$ cat src/hdl/multichannel_trimmed_mean_filter_macros.svh
// Assertion macros shared by the filter RTL.
`ifndef MULTICHANNEL_TRIMMED_MEAN_FILTER_MACROS_SVH
`define MULTICHANNEL_TRIMMED_MEAN_FILTER_MACROS_SVH

// Same-cycle implication, sampled on clk and disabled while arst_n is low.
`define MTMF_ASSERT_NOW(name, ante, cons) \
	name: assert property (@(posedge clk) disable iff (!arst_n) (ante) |-> (cons)) \
		else $error("same-cycle implication failed");

// Next-cycle implication, sampled on clk and disabled while arst_n is low.
`define MTMF_ASSERT_NEXT(name, ante, cons) \
	name: assert property (@(posedge clk) disable iff (!arst_n) (ante) |=> (cons)) \
		else $error("next-cycle implication failed");

`endif

$ cat src/hdl/mtmf_pkg.sv
// Package with the payload types and fixed constants of the trimmed-mean filter.
`timescale 1ns / 1ps
package mtmf_pkg;

	localparam int SAMPLE_W    = 16;
	localparam int CHANNEL_W   = 3;

	typedef logic [SAMPLE_W-1:0]  sample_t;
	typedef logic [CHANNEL_W-1:0] channel_t;

endpackage

$ cat src/hdl/mtmf_in_if.sv
// Interface carrying incoming channel and sample beats.
`timescale 1ns / 1ps
interface mtmf_in_if import mtmf_pkg::*; ();

	logic     valid;
	logic     ready;
	channel_t channel;
	sample_t  sample;

	modport source (output valid, output channel, output sample, input ready);
	modport sink (input valid, input channel, input sample, output ready);

endinterface

$ cat src/hdl/mtmf_out_if.sv
// Interface carrying filtered result beats.
`timescale 1ns / 1ps
interface mtmf_out_if import mtmf_pkg::*; ();

	logic     valid;
	logic     ready;
	channel_t out_channel;
	sample_t  filtered;

	modport source (output valid, output out_channel, output filtered, input ready);
	modport sink (input valid, input out_channel, input filtered, output ready);

endinterface

$ cat src/hdl/mtmf_ram.sv
// Generic single-clock RAM with one write port and one registered read port.
`timescale 1ns / 1ps
module mtmf_ram #(
	parameter int WIDTH = 16,
	parameter int DEPTH = 40
) (
	input  logic                     clk,
	input  logic                     we,
	input  logic [$clog2(DEPTH)-1:0] waddr,
	input  logic [WIDTH-1:0]         wdata,
	input  logic [$clog2(DEPTH)-1:0] raddr,
	output logic [WIDTH-1:0]         rdata
);

	logic [WIDTH-1:0] mem_q [DEPTH];

	always_ff @(posedge clk) begin
		if (we) begin
			mem_q[waddr] <= wdata;
		end
		rdata <= mem_q[raddr];
	end

endmodule

$ cat src/hdl/multichannel_trimmed_mean_filter.sv
// Top level of the multichannel trimmed-mean filter.
`timescale 1ns / 1ps
`include "multichannel_trimmed_mean_filter_macros.svh"
// Each beat on samples carries a channel number and a 16-bit unsigned distance. The
// sample replaces the oldest one in that channel's window of WINDOW samples, the window
// is sorted, KEPT sorted values starting at position WINDOW/2-OFFSET are summed (a
// position outside the window adds zero) and the truncated mean comes out on results
// with the channel number. Windows start as all zero. A channel at or above
// NUM_CHANNELS leaves every window alone and returns zero. The windows live in one
// RAM of NUM_CHANNELS*WINDOW words as rings with a write pointer per channel; a
// per-channel full flag makes slots that were never written read as zero, so no
// clearing pass is needed after reset. One item at a time is processed: the accept
// cycle writes the sample, the window is streamed out of the RAM port into an
// insertion sorter, the kept values are accumulated, the sum is multiplied by a
// fixed-point reciprocal of KEPT to form the quotient and the quotient is loaded
// into the output register once that is free. An out-of-range channel goes
// straight from the accept to the output register load. The result register lets
// the next beat be accepted while a result still waits; the block only stalls when
// a second result is ready before the first is taken.
module multichannel_trimmed_mean_filter import mtmf_pkg::*; #(
	parameter int NUM_CHANNELS = 5,
	parameter int WINDOW       = 8,
	parameter int KEPT         = 4,
	parameter int OFFSET       = 2
) (
	input  logic       clk,
	input  logic       arst_n,
	mtmf_in_if.sink    samples,
	mtmf_out_if.source results
);

	localparam int DEPTH = NUM_CHANNELS * WINDOW;
	localparam int AW    = $clog2(DEPTH);
	localparam int CW    = (NUM_CHANNELS > 1) ? $clog2(NUM_CHANNELS) : 1;
	localparam int IW    = $clog2(WINDOW);
	localparam int RCW   = $clog2(WINDOW + 1);
	localparam int KCW   = $clog2(KEPT + 1);
	localparam int SW    = SAMPLE_W + $clog2(KEPT + 1);
	localparam int PW    = $clog2(WINDOW + KEPT + OFFSET + 1) + 1;
	localparam int START = (WINDOW / 2) - OFFSET;

	// Division by KEPT as a multiply by ceil(2^RSH / KEPT) and a right shift by RSH,
	// exact for every sum that fits in SW bits.
	localparam int     RSH   = SW + $clog2(KEPT);
	localparam int     MW    = SW + 1;
	localparam int     PRW   = SW + MW;
	localparam longint RECIP = ((longint'(1) << RSH) + longint'(KEPT) - 1) / longint'(KEPT);

	localparam logic signed [PW-1:0] START_S = PW'(START);
	localparam logic signed [PW-1:0] WIN_S   = PW'(WINDOW);
	localparam logic [MW-1:0]        RECIP_M = MW'(RECIP);

	typedef enum logic [2:0] {
		ST_IDLE,
		ST_READ,
		ST_SUM,
		ST_DIV,
		ST_FIN
	} state_t;

	state_t              state_q;
	logic [RCW-1:0]      rd_cnt_q;
	logic                ins_s1;
	logic                rd_ok_s1;
	logic [KCW-1:0]      kept_cnt_q;
	logic signed [PW-1:0] pos_q;
	logic [SW-1:0]       sum_q;
	sample_t             quo_q;
	channel_t            ch_q;
	logic [CW-1:0]       ch_idx_q;
	logic                out_valid_q;
	channel_t            out_channel_q;
	sample_t             filtered_q;
	logic [IW-1:0]       ptr_q [NUM_CHANNELS];
	logic                full_q [NUM_CHANNELS];
	sample_t             sorted_q [WINDOW];

	logic          accept;
	logic          ch_ok;
	logic [CW-1:0] in_idx;
	logic          ram_we;
	logic [AW-1:0] ram_waddr;
	logic [AW-1:0] ram_raddr;
	sample_t       ram_rdata;
	logic          rd_issue;
	logic          rd_ok;
	sample_t       ins_val;
	logic [WINDOW-1:0] le;
	sample_t       sort_nxt [WINDOW];
	logic          pos_in;
	logic          last_kept;
	logic [SW-1:0] sum_nxt;
	logic [PRW-1:0] prod;
	logic          out_free;

	// Input side: a new beat is taken only when the datapath is free.
	assign samples.ready = (state_q == ST_IDLE);
	assign accept        = samples.valid && samples.ready;
	assign in_idx        = CW'(samples.channel);
	assign ch_ok         = 32'(samples.channel) < 32'(NUM_CHANNELS);

	// The new sample overwrites the oldest slot of its channel's ring.
	assign ram_we    = accept && ch_ok;
	assign ram_waddr = AW'(in_idx) * AW'(WINDOW) + AW'(ptr_q[in_idx]);

	// Window read-out; slots never written since reset stand for zero.
	assign rd_issue  = (state_q == ST_READ) && (rd_cnt_q < RCW'(WINDOW));
	assign ram_raddr = AW'(ch_idx_q) * AW'(WINDOW) + AW'(rd_cnt_q[IW-1:0]);
	assign rd_ok     = full_q[ch_idx_q] || (rd_cnt_q[IW-1:0] < ptr_q[ch_idx_q]);
	assign ins_val   = rd_ok_s1 ? ram_rdata : '0;

	mtmf_ram #(
		.WIDTH(SAMPLE_W),
		.DEPTH(DEPTH)
	) u_window_ram (
		.clk  (clk),
		.we   (ram_we),
		.waddr(ram_waddr),
		.wdata(samples.sample),
		.raddr(ram_raddr),
		.rdata(ram_rdata)
	);

	// Insertion sorter: each slot keeps its value, takes the new one, or takes its
	// lower neighbor, so the array stays ascending. Empty slots hold all ones.
	for (genvar g = 0; g < WINDOW; g++) begin : g_sort
		assign le[g] = sorted_q[g] <= ins_val;
		if (g == 0) begin : g_first
			assign sort_nxt[g] = le[g] ? sorted_q[g] : ins_val;
		end else begin : g_rest
			assign sort_nxt[g] = le[g] ? sorted_q[g] :
				(le[g-1] ? ins_val : sorted_q[g-1]);
		end
	end

	always_ff @(posedge clk) begin
		if (accept) begin
			for (int i = 0; i < WINDOW; i++) begin
				sorted_q[i] <= '1;
			end
		end else if (ins_s1) begin
			sorted_q <= sort_nxt;
		end
	end

	// Accumulation over the kept positions.
	assign pos_in    = !pos_q[PW-1] && (pos_q < WIN_S);
	assign last_kept = kept_cnt_q == KCW'(KEPT - 1);
	assign sum_nxt   = sum_q + (pos_in ? SW'(sorted_q[pos_q[IW-1:0]]) : SW'(0));

	// The quotient is the product shifted right by RSH; it always fits in one sample.
	assign prod = PRW'(sum_q) * PRW'(RECIP_M);

	assign out_free = !out_valid_q || results.ready;

	always_ff @(posedge clk or negedge arst_n) begin
		if (!arst_n) begin
			state_q       <= ST_IDLE;
			rd_cnt_q      <= '0;
			ins_s1        <= 1'b0;
			rd_ok_s1      <= 1'b0;
			kept_cnt_q    <= '0;
			pos_q         <= '0;
			sum_q         <= '0;
			quo_q         <= '0;
			ch_q          <= '0;
			ch_idx_q      <= '0;
			out_valid_q   <= 1'b0;
			out_channel_q <= '0;
			filtered_q    <= '0;
			for (int c = 0; c < NUM_CHANNELS; c++) begin
				ptr_q[c]  <= '0;
				full_q[c] <= 1'b0;
			end
		end else begin
			ins_s1   <= rd_issue;
			rd_ok_s1 <= rd_ok;
			// The output register fills from the final state and empties when taken.
			if (state_q == ST_FIN && out_free) begin
				out_valid_q <= 1'b1;
			end else if (results.ready) begin
				out_valid_q <= 1'b0;
			end
			case (state_q)
				ST_IDLE: begin
					if (accept) begin
						ch_q     <= samples.channel;
						ch_idx_q <= in_idx;
						rd_cnt_q <= '0;
						if (ch_ok) begin
							if (ptr_q[in_idx] == IW'(WINDOW - 1)) begin
								ptr_q[in_idx]  <= '0;
								full_q[in_idx] <= 1'b1;
							end else begin
								ptr_q[in_idx] <= ptr_q[in_idx] + 1'b1;
							end
							state_q <= ST_READ;
						end else begin
							quo_q   <= '0;
							state_q <= ST_FIN;
						end
					end
				end
				ST_READ: begin
					if (rd_cnt_q == RCW'(WINDOW)) begin
						// The last read word is sorted in at this edge.
						kept_cnt_q <= '0;
						pos_q      <= START_S;
						sum_q      <= '0;
						state_q    <= ST_SUM;
					end else begin
						rd_cnt_q <= rd_cnt_q + 1'b1;
					end
				end
				ST_SUM: begin
					sum_q      <= sum_nxt;
					pos_q      <= pos_q + 1'b1;
					kept_cnt_q <= kept_cnt_q + 1'b1;
					if (last_kept) begin
						state_q <= ST_DIV;
					end
				end
				ST_DIV: begin
					quo_q   <= prod[RSH +: SAMPLE_W];
					state_q <= ST_FIN;
				end
				ST_FIN: begin
					if (out_free) begin
						out_channel_q <= ch_q;
						filtered_q    <= quo_q;
						state_q       <= ST_IDLE;
					end
				end
				default: begin
					state_q <= ST_IDLE;
				end
			endcase
		end
	end

	assign results.valid       = out_valid_q;
	assign results.out_channel = out_channel_q;
	assign results.filtered    = filtered_q;

	// Once a beat is taken the block is busy in the next cycle.
	`MTMF_ASSERT_NEXT(a_busy_after_accept, accept, !samples.ready)
	// The divide state is always followed by the final state.
	`MTMF_ASSERT_NEXT(a_div_single, state_q == ST_DIV, state_q == ST_FIN)
	// The sorter has drained before the kept values are summed.
	`MTMF_ASSERT_NOW(a_sort_drained, state_q == ST_SUM, !ins_s1)
	// Sorter updates only happen while the window is being read.
	`MTMF_ASSERT_NOW(a_ins_in_read, ins_s1, state_q == ST_READ)
	// A waiting result stays valid and unchanged until it is taken.
	`MTMF_ASSERT_NEXT(a_result_held, results.valid && !results.ready, results.valid && $stable(results.filtered))

endmodule
$ cat src/flat_wrapper.sv
// flat-port wrapper written by rule: the top's interface ports become plain ports
module multichannel_trimmed_mean_filter_flat import mtmf_pkg::*;
#(
	parameter int NUM_CHANNELS = 5,
	parameter int WINDOW       = 8,
	parameter int KEPT         = 4,
	parameter int OFFSET       = 2
)
  (clk, arst_n, samples_valid, samples_channel, samples_sample, samples_ready, results_valid, results_out_channel, results_filtered, results_ready);
  mtmf_in_if samples_i ();
  mtmf_out_if results_i ();
  input  logic clk;
  input  logic arst_n;
  input wire logic [$bits(samples_i.valid)-1:0] samples_valid;
  input wire logic [$bits(samples_i.channel)-1:0] samples_channel;
  input wire logic [$bits(samples_i.sample)-1:0] samples_sample;
  output wire logic [$bits(samples_i.ready)-1:0] samples_ready;
  output wire logic [$bits(results_i.valid)-1:0] results_valid;
  output wire logic [$bits(results_i.out_channel)-1:0] results_out_channel;
  output wire logic [$bits(results_i.filtered)-1:0] results_filtered;
  input wire logic [$bits(results_i.ready)-1:0] results_ready;
  assign samples_i.valid = samples_valid;
  assign samples_i.channel = samples_channel;
  assign samples_i.sample = samples_sample;
  assign samples_ready = samples_i.ready;
  assign results_valid = results_i.valid;
  assign results_out_channel = results_i.out_channel;
  assign results_filtered = results_i.filtered;
  assign results_i.ready = results_ready;
  multichannel_trimmed_mean_filter #(.NUM_CHANNELS(NUM_CHANNELS), .WINDOW(WINDOW), .KEPT(KEPT), .OFFSET(OFFSET)) u_core (.clk(clk), .arst_n(arst_n), .samples(samples_i), .results(results_i));
endmodule
$ cat config.mk
export PLATFORM = sky130hd
export DESIGN_NAME = multichannel_trimmed_mean_filter_flat
export DESIGN_NICKNAME = d
export VERILOG_FILES = /design/src/hdl/mtmf_pkg.sv /design/src/hdl/mtmf_in_if.sv /design/src/hdl/mtmf_out_if.sv /design/src/hdl/mtmf_ram.sv /design/src/hdl/multichannel_trimmed_mean_filter.sv /design/src/flat_wrapper.sv
export VERILOG_INCLUDE_DIRS = /design/src /design/src/hdl
export SDC_FILE = /design/constraint.sdc
export NUM_CORES = 1
export LEC_CHECK = 0
export ABC_AREA = 1
export BUFFER_PORTS_ARGS = -buffer_cell sky130_fd_sc_hd__buf_4
export CORE_ASPECT_RATIO = 0.8
export CORE_MARGIN = 1.5
export CORE_UTILIZATION = 45
export CTS_CLUSTER_SIZE = 14
export DETAILED_ROUTE_END_ITERATION = 12
export GPL_ROUTABILITY_DRIVEN = 0
export GPL_TIMING_DRIVEN = 0
export PLACE_DENSITY_LB_ADDON = 0.05
export SYNTH_ARGS = -nofsm -noshare
export SYNTH_HDL_FRONTEND = slang
export SYNTH_SLANG_ARGS = --single-unit
$ cat constraint.sdc
create_clock -name clk -period 3.77 [get_ports clk]
set_clock_uncertainty 0.2 [all_clocks]
set_input_delay 0.754 -clock clk [delete_from_list [all_inputs] [get_ports clk]]
set_output_delay 0.754 -clock clk [all_outputs]
set_load 0.05 [all_outputs]
==> impl_metrics.json <==
{
  "clock_path_buffers": 3,
  "startpoint_type": "register",
  "tns_ns": 0,
  "synth-xor-area-share_pct": 0.0214,
  "clkTransAtPathRegs_ns": 0.06,
  "placedCellCount": 5390,
  "fin_cells": 5564,
  "yosysWarningCount": 0,
  "power_density_nw_per_um2": 911,
  "grt_pass1_vias": 29400,
  "regArea_um2": 24500,
  "wl_um": 141000,
  "finalSetupViolCount": 0,
  "syn_avg_cell_area_um2": 9.94,
  "multi_input_area_um2": 14700,
  "synth_fa_ha_area_share_pct": 4.73,
  "worst_hold_slack_ns": 0.155,
  "post-route-drc-count": 0,
  "muxShareOfSynthArea_pct": 0,
  "clock.fmax_ghz": 0.273,
  "core-area_um2": 89600,
  "clockRootBuffer": "clkbuf_16",
  "grt_remaining_overflow": 0,
  "grt_pass1_wl_um": 204000,
  "worstPathRequired_ns": 4.15,
  "status": "finished clean",
  "final_max_slew_viol_count": 0,
  "firstDrtPassIters": 6,
  "leakagePower_nw": 17.9,
  "cts.sinks": 878,
  "cts_buffers": 94,
  "die_h_um": 273,
  "layout_common_cells": "640 x edfxtp_1, 613 x nand2_1, 521 x nor2_1, 441 x o21ai_0, 326 x nand3_1",
  "hpwl_um": 99700,
  "initial_utilization_pct": 45.6,
  "critPathTopFamily": "buffers and inverters",
  "syn2layout_area_growth_pct": 14.4,
  "drv_cap": 0,
  "tightest_slew_ns": 1.30,
  "synth-seq-area-share_pct": 59.8,
  "synth_fp_nets": 4291,
  "ant_nets": 0,
  "postSynthCellCount": 4114,
  "fillers": 8182,
  "cts_tree": "built",
  "finalCritPeriodShare_pct": 97.2,
  "vias": 32300,
  "worst_ir_drop_vdd_uv": 516,
  "critPathMaxStageDelay_ns": 0.68,
  "yosys.area_share.simple_pct": 17.2,
  "worstSetupPathType": "reg -> reg",
  "finalHoldViolations": 0,
  "htreeDepth": 3,
  "routed_via_density": 5.81,
  "synth_cell_types": 43,
  "max-slew-margin-rel_pct": 13.0,
  "grt_max_degree": 95,
  "synth_top_area_cell": "edfxtp_1",
  "drt_iter0_drc": 4227,
  "crit_buf_inv": 3,
  "clock_latency_ns": 0.69,
  "crit_path_top_delay_cell": "clkbuf_1",
  "hold_class": "in -> reg",
  "final_common_cell": "edfxtp_1",
  "crit_path_end_kind": "register",
  "drive_above_1_share_pct": 10.7,
  "finalCriticalPeriod_ns": 3.66,
  "fp.dieW_um": 340,
  "antenna_found_initial": 2,
  "io_pins": 44,
  "yosys-top-cells-area": "edfxtp_1 47%, dfxtp_1 7.1%, nand2_1 5.8%, dfrtp_1 5.8%, o21ai_0 5.5%",
  "netlist.area_leader.share_pct": 47.0,
  "synth_compound_area_share_pct": 13.2,
  "wl_per_cell_um": 25.3,
  "die-area_um2": 92700,
  "synth_top_family_by_area": "simple AND/OR/NAND/NOR gates",
  "nNetsFinal": 4466,
  "syn_area_um2": 40900,
  "critPathMaxFanout": 10,
  "rows": 98,
  "ys_ff_latch": 878,
  "crit_chain": "buf_2 > inv_2 > clkbuf_1 > o21ai_0 > o211ai_1 > nand3_1 > nand2_1 > nand2_1 > nand3_1",
  "grt_usage_pct": 30.1,
  "worst_ep_arrival_time_ns": 4.04,
  "fin_util_pct": 52.2,
  "port_buffers": 42
}
[metal layers]
| layer | track usage, % | vias to the layer above | part of all wire, % |
|---|---|---|---|
| li1 | - | 14900 | - |
| met1 | 49.0 | 15700 | 47 |
| met2 | 40.3 | 1560 | 39 |
| met3 | 5.75 | 184 | 11 |
| met4 | 7.40 | 0 | 2.4 |
| met5 | 0 | - | 0 |
[kinds of logic (layout without fill, tap and decap cells)]
group / Yosys count / in the layout
AO/OA/AOI/OAI: 966 / 966
XOR/XNOR: 1 / 1
adder cells (fa/ha/maj): 154 / 154
buffers and inverters: 480 / 729
flip-flops: 878 / 878
other: 0 / 1
AND/OR/NAND/NOR: 1635 / 1635
[Yosys cell counts (all sizes together)]
master  count
nand2     641
edfxtp    640
nor2      573
o21ai     475
nand3     339
a21oi     257
inv       244
ha        153
dfxtp     144
buf       119
clkbuf    113
o211ai    109
dfrtp      94
nand3b     47
o221ai     43
o22ai      37
nand4      23
a31oi      17
a21o       10
nor3       10
o21bai      7
clkinv      4
a22o        3
o21a        3
a22oi       2
o32ai       2
and2        1
fa          1
nor4        1
o31ai       1
xnor2       1
[state kept, by name, indices dropped and copies added (netlist names), 3 cells and up]
signal	count
u_core.u_window_ram.mem_q	640
u_core.sorted_q	128
u_core.sum_q	18
u_core.quo_q	16
u_core.results.filtered	16
u_core.u_window_ram.rdata	16
u_core.ptr_q	15
u_core.full_q	5
u_core.pos_q	5
u_core.rd_cnt_q	4
u_core.ch_q	3
u_core.kept_cnt_q	3
u_core.results.out_channel	3
u_core.state_q	3
[worst reg2reg max path: cells and delay by family, from the launching register on]
family | cells | cell delay (ns)
buffers and inverters | 3 | 1.25
AO/OA/AOI/OAI | 2 | 0.92
flip-flops | 1 | 0.46
AND/OR/NAND/NOR | 4 | 0.75
[worst paths after layout]
| check | from | to | slack, ns | cells past startpoint |
|---|---|---|---|---|
| max | u_core.rd_cnt_q[1]$_DFFE_PN0P_ | u_core.u_window_ram.rdata[11]$_DFF_P_ | 0.11 | 9 |
| min | samples_channel[2] | u_core.ch_q[2]$_DFFE_PN0P_ | 0.16 | 3 |
| max in group asynchronous | arst_n | u_core.results.filtered[1]$_DFFE_PN0P_ | 2.26 | 3 |
| max reg2reg | u_core.rd_cnt_q[1]$_DFFE_PN0P_ | u_core.u_window_ram.rdata[11]$_DFF_P_ | 0.11 | 9 |
| min in group asynchronous | arst_n | u_core.sum_q[12]$_DFFE_PN0P_ | 0.44 | 2 |
| min reg2reg | u_core.full_q[4]$_DFFE_PN0P_ | u_core.full_q[4]$_DFFE_PN0P_ | 0.26 | 2 |
[layout make-up]
type,count,share of cell area [%]
inverters,248,2.01
flip-flops and latches,878,52.3
well taps,1200,3.21
clock buffers,116,5.32
clock inverters,54,1.17
plain buffers,231,2.42
repair buffers,80,2.08
diodes,1,0.00535
multi-input cells,2756,31.5
[metrics by stage]
step	worst slack (ns)	power, W	instance area (um2)
after floorplan	0.757	0.0255	40900
after global placement	-0.734	0.0324	42700
after detailed placement	-0.524	0.0327	43400
after CTS	-0.00859	0.0420	46500
after global routing	-0.00805	0.0453	46800
final	0.107	0.0426	46800
[where the power goes]
group          internal, W  switching [W]  total [W]
Sequential          0.0116        0.00108     0.0126
Combinational      0.00615         0.0146     0.0207
Clock              0.00530        0.00396    0.00926
[what timing repair did]
item,in CTS,in global routing
resized for setup,28,57
buffers inserted,0,2
hold endpoints to repair,0,40
gates cloned,0,0
hold buffers,0,1
endpoints found under the setup margin,138,121
pin swaps,0,2
Power figures use the tool's default switching activity.
